File: src/hw/rtl/tds_pkg.sv
package tds_pkg;

    localparam int RowW    = 32;
    localparam int TileW   = 256;
    localparam int PalW    = 4;
    localparam int IndexW  = 8;
    localparam int AddrW   = 1;

    localparam logic [AddrW-1:0] RegPaletteSearch = 1'b0;
    localparam logic [AddrW-1:0] RegFlipSearch    = 1'b1;

    typedef struct packed {
        logic [RowW-1:0] row_7;
        logic [RowW-1:0] row_6;
        logic [RowW-1:0] row_5;
        logic [RowW-1:0] row_4;
        logic [RowW-1:0] row_3;
        logic [RowW-1:0] row_2;
        logic [RowW-1:0] row_1;
        logic [RowW-1:0] row_0;
        logic [PalW-1:0] tile_palette;
        logic            in_hflip;
        logic            in_vflip;
    } in_word_t;

    typedef struct packed {
        logic [IndexW-1:0] tile_index;
        logic              out_vflip;
        logic              out_hflip;
        logic [PalW-1:0]   out_palette;
        logic              is_new;
        logic              store_full;
    } out_word_t;

    // controller -> datapath
    typedef struct packed {
        logic load;      // capture input word, render it
        logic scan_rst;  // restart entry scan
        logic scan_adv;  // read next entry
        logic append;    // write rendered tile
    } dp_cmd_t;

    // datapath -> controller
    typedef struct packed {
        logic hit;       // registered: an entry compared since scan restart matched
        logic last;      // entry just compared was the last stored one
        logic empty;     // store holds no entries
        logic full;      // store holds MAX_TILES entries
    } dp_sts_t;

    function automatic logic [RowW-1:0] mirror_row(input logic [RowW-1:0] r);
        logic [RowW-1:0] o;
        o = '0;
        for (int x = 0; x < 8; x++)
        begin
            o[4*(7-x) +: 4] = r[4*x +: 4];
        end
        return o;
    endfunction

    // tile packed with row y at bits 32y+31..32y
    function automatic logic [TileW-1:0] orient(input logic [TileW-1:0] t,
                                                input logic v, input logic h);
        logic [TileW-1:0] o;
        logic [RowW-1:0]  r;
        o = '0;
        for (int y = 0; y < 8; y++)
        begin
            r = h ? mirror_row(t[RowW*y +: RowW]) : t[RowW*y +: RowW];
            if (v)
                o[RowW*(7-y) +: RowW] = r;
            else
                o[RowW*y +: RowW] = r;
        end
        return o;
    endfunction

endpackage

File: src/hw/rtl/tds_ctrl.sv
module tds_ctrl (
    input  logic             clk,
    input  logic             rst_n,
    input  logic             in_valid,
    output logic             in_ready,
    output logic             out_valid,
    input  logic             out_ready,
    input  tds_pkg::dp_sts_t sts,
    output tds_pkg::dp_cmd_t cmd
);
    typedef enum logic [2:0] {S_IDLE, S_START, S_SCAN, S_DRAIN, S_DONE, S_OUT} state_t;
    state_t state_reg;
    logic   out_valid_reg;
    logic   app_reg;

    assign in_ready  = state_reg == S_IDLE;
    assign out_valid = out_valid_reg;
    assign cmd.load     = in_valid && in_ready;
    assign cmd.scan_rst = state_reg == S_IDLE;
    assign cmd.scan_adv = state_reg == S_SCAN && !sts.last;
    assign cmd.append   = app_reg;

    always_ff @(posedge clk or negedge rst_n)
    begin
        if (!rst_n)
        begin
            state_reg     <= S_IDLE;
            out_valid_reg <= 1'b0;
            app_reg       <= 1'b0;
        end
        else
        begin
            app_reg <= 1'b0;
            unique case (state_reg)
                S_IDLE:
                    if (in_valid)
                        state_reg <= S_START;
                S_START:
                    state_reg <= sts.empty ? S_DRAIN : S_SCAN;
                S_SCAN:
                    if (sts.last)
                        state_reg <= S_DRAIN;
                S_DRAIN:
                    state_reg <= S_DONE;
                S_DONE:
                begin
                    out_valid_reg <= 1'b1;
                    state_reg     <= S_OUT;
                end
                S_OUT:
                    if (out_ready)
                    begin
                        out_valid_reg <= 1'b0;
                        app_reg       <= !sts.hit && !sts.full;
                        state_reg     <= S_IDLE;
                    end
                default:
                    state_reg <= S_IDLE;
            endcase
        end
    end

    assert property (@(posedge clk) disable iff (!rst_n)
        out_valid_reg |-> state_reg == S_OUT)
        else $error("result shown outside output state");
    assert property (@(posedge clk) disable iff (!rst_n)
        cmd.load |=> !in_ready)
        else $error("second word accepted while busy");
    assert property (@(posedge clk) disable iff (!rst_n)
        app_reg |-> state_reg == S_IDLE)
        else $error("append during scan");
endmodule

File: config.mk
export PLATFORM = sky130hd
export DESIGN_NAME = tds_ctrl
export DESIGN_NICKNAME = d
export VERILOG_FILES = /design/src/hw/rtl/tds_pkg.sv /design/src/hw/rtl/tds_ctrl.sv
export SDC_FILE = /design/constraint.sdc
export NUM_CORES = 1
export LEC_CHECK = 0
export BUFFER_PORTS_ARGS = -buffer_cell sky130_fd_sc_hd__buf_2
export CAP_MARGIN = 20
export CORE_AREA = 8 8 45 47
export CTS_CLUSTER_DIAMETER = 100
export DETAILED_ROUTE_END_ITERATION = 10
export DIE_AREA = 0 0 53 55
export GPL_TIMING_DRIVEN = 0
export SYNTH_ARGS = -nofsm -noshare
export SYNTH_HDL_FRONTEND = slang
export SYNTH_SLANG_ARGS = --single-unit
File: constraint.sdc
create_clock -name clk -period 1.85 [get_ports clk]
set_input_delay 0.2775 -clock clk [delete_from_list [all_inputs] [get_ports clk]]
set_output_delay 0.2775 -clock clk [all_outputs]
set_load 0.05 [all_outputs]
==> results by group <==
Clock network
  – Clk_lat worst skew: 240 ps
  – CTS Root Cell: clkbuf_4
  – Clk slew on worst S/H paths: about 40 ps
  – CTS tree: done
  – Cts hold-fix bufs: 1
  – H-tree Lvls: 1
  – Post-CTS Resized: 0
  – Clk buf depth: 2
  – Post-CTS Setup Bufs: 0
  – Clock sinks: 5
  – Number of buffers created by CTS: 3

Yosys
  – Number of flops mapped to enable cells by yosys: 0
  – Mapped Cells: 28
  – Post-synth top area share: 42.37%
  – Seq/Total Area, Yosys: 42.37%
  – Syn_area_per_cell: 10.55 µm²
  – Post-synth top cells: 5 x dfrtp_1, 3 x o21ai_0
  – Area leader, netlist: dfrtp_1
  – Top-count cell post-synth: dfrtp_1
  – Syn_nets: 36
  – Synth area leaders: dfrtp_1 42%, nor4b_4 8.1%, o21ai_0 5.1%, buf_4 5.1%, nand2b_4 4.7%
  – Post-synth cell types: 17
  – FF+latch count, synth: 5
  – Fraction of registers with async set or reset after synthesis: 100.0%
  – Top FF cell, synth: dfrtp_1
  – Synthesis Warnings: 0
  – Cell Area, Synth: 295.3 µm²

Setup path
  – Required time of the worst setup path: approximately 1600 ps
  – Reg-to-Reg Start: state_reg[1]
  – Critical Path Slowest Stage Cell: dfrtp_1
  – Worst path arrival time: 1340 ps
  – Critical path capture point: cmd[3]
  – CP cell instances: nor3_4, and2_1, buf_2
  – Largest stage delay, worst path: 480 ps
  – CP Capture Type: primary output
  – R2r setup slk: 820 ps
  – Worst R2R End: out_valid
  – Maximum net fanout on the critical path: 8
  – Category of the most critical setup path: reg2out
  – Critical path startpoint: state_reg[0]
  – Reg2Reg Depth: 3
  – CP startpoint kind: register

Route
  – Via-per-instance ratio: 4.194
  – Drt wl/cell: 9.871 µm
  – First drt pass iteration count: 3
  – Post-detailed-route DRC marker count: 0
  – Vias: 260
  – Total Wirelength: 612 µm
  – Initial DRC Count: 1
  – Final ANT Viol Nets: 0

Timing
  – Period Utilization, post-route: 87.38%
  – Final min period: 1617 ps
  – Worst Clk Skew: 1.363 ps
  – Hold slack: 218.0 ps
  – Pins over their slew limit: 0
  – Post-Route Setup TNS: 0 ps
  – Final Hold Vio Count: 0
  – Slew margin rel.: 79.53%
  – Worst slew pin tran: approximately 310 ps
  – Final worst slack: 233.4 ps
  – Fmax: 618.6 MHz
  – RSZ-0062 raised after global routing: false
  – Setup violations, final: 0

Global route
  – Vias in the first global route: between 200 and 300
  – First-pass GRT wire length: between 900 and 1000 µm
  – Total grt overflow: 0
  – Initial antenna violation count: 0
  – Largest net degree at the start of global routing: 10
  – GRT Util Overall: roughly 4.7%

Pwr
  – VDD IR max: 0.0004124 V
  – Leakage: 0.2047 nW
  – Power Total: just under 0.8 mW
  – Pwr dens: about 1800 mW/mm²

Layout
  – Multi-input logic area: 152.6 µm²
  – Design area: 429.2 µm²
  – Final core occ: a little under a third
  – Fill cells: 151
  – Share of post-route cells with drive strength above 1: around half
  – FF+latch area: 125.1 µm²
  – Antenna Cells: 0
  – Area Overhead vs Synth: 45.34%
  – Net count, final: 55
  – Fin cells: 62
  – Largest register FFs: 3

Placement
  – Placed cells: between 50 and 60
  – Count of input and output buffers: 13
  – Detailed Place HPWL: 510.3 µm
  – GP Congestion: 0.7201
  – Setup WS pre-CTS: 471.4 ps
  – Dpl cell area: 392.9 µm²

Worst hold path
  – Worst min-delay path class: in2reg

Floorplan
  – Die boundary width: 53 µm
  – # rows: 14
  – DIE AREA: 0.002915 mm²
  – Die height: 55 µm
  – Core area: 0.001384 mm²
  – # IOs: 14
  – Initial Util: 21.34%

Run
  – Max-cap viol count: 0

Status
  – Outcome: finished, final reports clean
-- worst min path at each step --
stage            from         to  slack (ps)  depth (start not counted)
6_report       sts[0]    app_reg         220                          2
5_1_grt        sts[3]    app_reg         220                          2
2_1_floorplan   rst_n    app_reg         -20                          0
3_5_place_dp    rst_n  out_valid          90                          1
4_1_cts        sts[0]    app_reg         220                          2
3_3_place_gp    rst_n    app_reg          90                          1
-- cell type report --
| type | count | share of cell area [%] |
|---|---|---|
| Buffer | 3 | 6.122 |
| Clock buffer | 4 | 6.122 |
| Inverter | 1 | 0.8746 |
| Multi-Input combinational cell | 19 | 35.57 |
| Timing Repair Buffer | 14 | 17.49 |
| Sequential cell | 5 | 29.15 |
| Tap cell | 16 | 4.665 |
-- kinds of logic (layout without fill, tap and decap cells) --
logic type             count (synthesis)  count (layout)  share of synthesized area, %
AOI/OAI and AO/OA                      7               7                         13.56
buffers and inverters                  4              22                         10.17
DFF                                    5               5                         42.37
and+or+nand+nor                       12              12                         33.90
-- worst max-delay path, delay by kind of cell, from the launching register on --
family                 cells  cell delay (ps)
buffers and inverters      1              250
DFF                        1              480
and+or+nand+nor            2              370
-- cells in the final DEF (no fill, tap or decap) --
cell type,instances
dfrtp_1,5
buf_4,2
nand2b_4,1
clkbuf_1,1
a21oi_1,1
o21a_1,1
clkbuf_4,3
dlygate4sd3_1,1
and2_1,2
nand2b_1,2
nor4b_4,1
nand2_1,2
buf_6,1
buf_2,13
inv_1,1
o22ai_1,2
nor4b_2,1
nand3b_1,1
nor3_4,1
nor2_1,1
o21ai_0,3
-- per-layer routing --
layer	part of all wire [%]	global-route usage, %	vias to the layer above
met5	0	0	-
li1	-	-	133
met4	3.3	6.034	0
met1	36	3.687	118
met2	57	8.008	6
met3	3.6	1.604	3
-- power by group --
| part | switching, mW | leakage [nW] | total [mW] | internal (mW) |
|---|---|---|---|---|
| combinational | 0.292 | 0.127 | 0.457 | 0.166 |
| clock | 0.0411 | 0.0150 | 0.122 | 0.0813 |
| sequential | 0.0628 | 0.0631 | 0.214 | 0.151 |
Note: power is estimated with default switching activity, not from simulation.
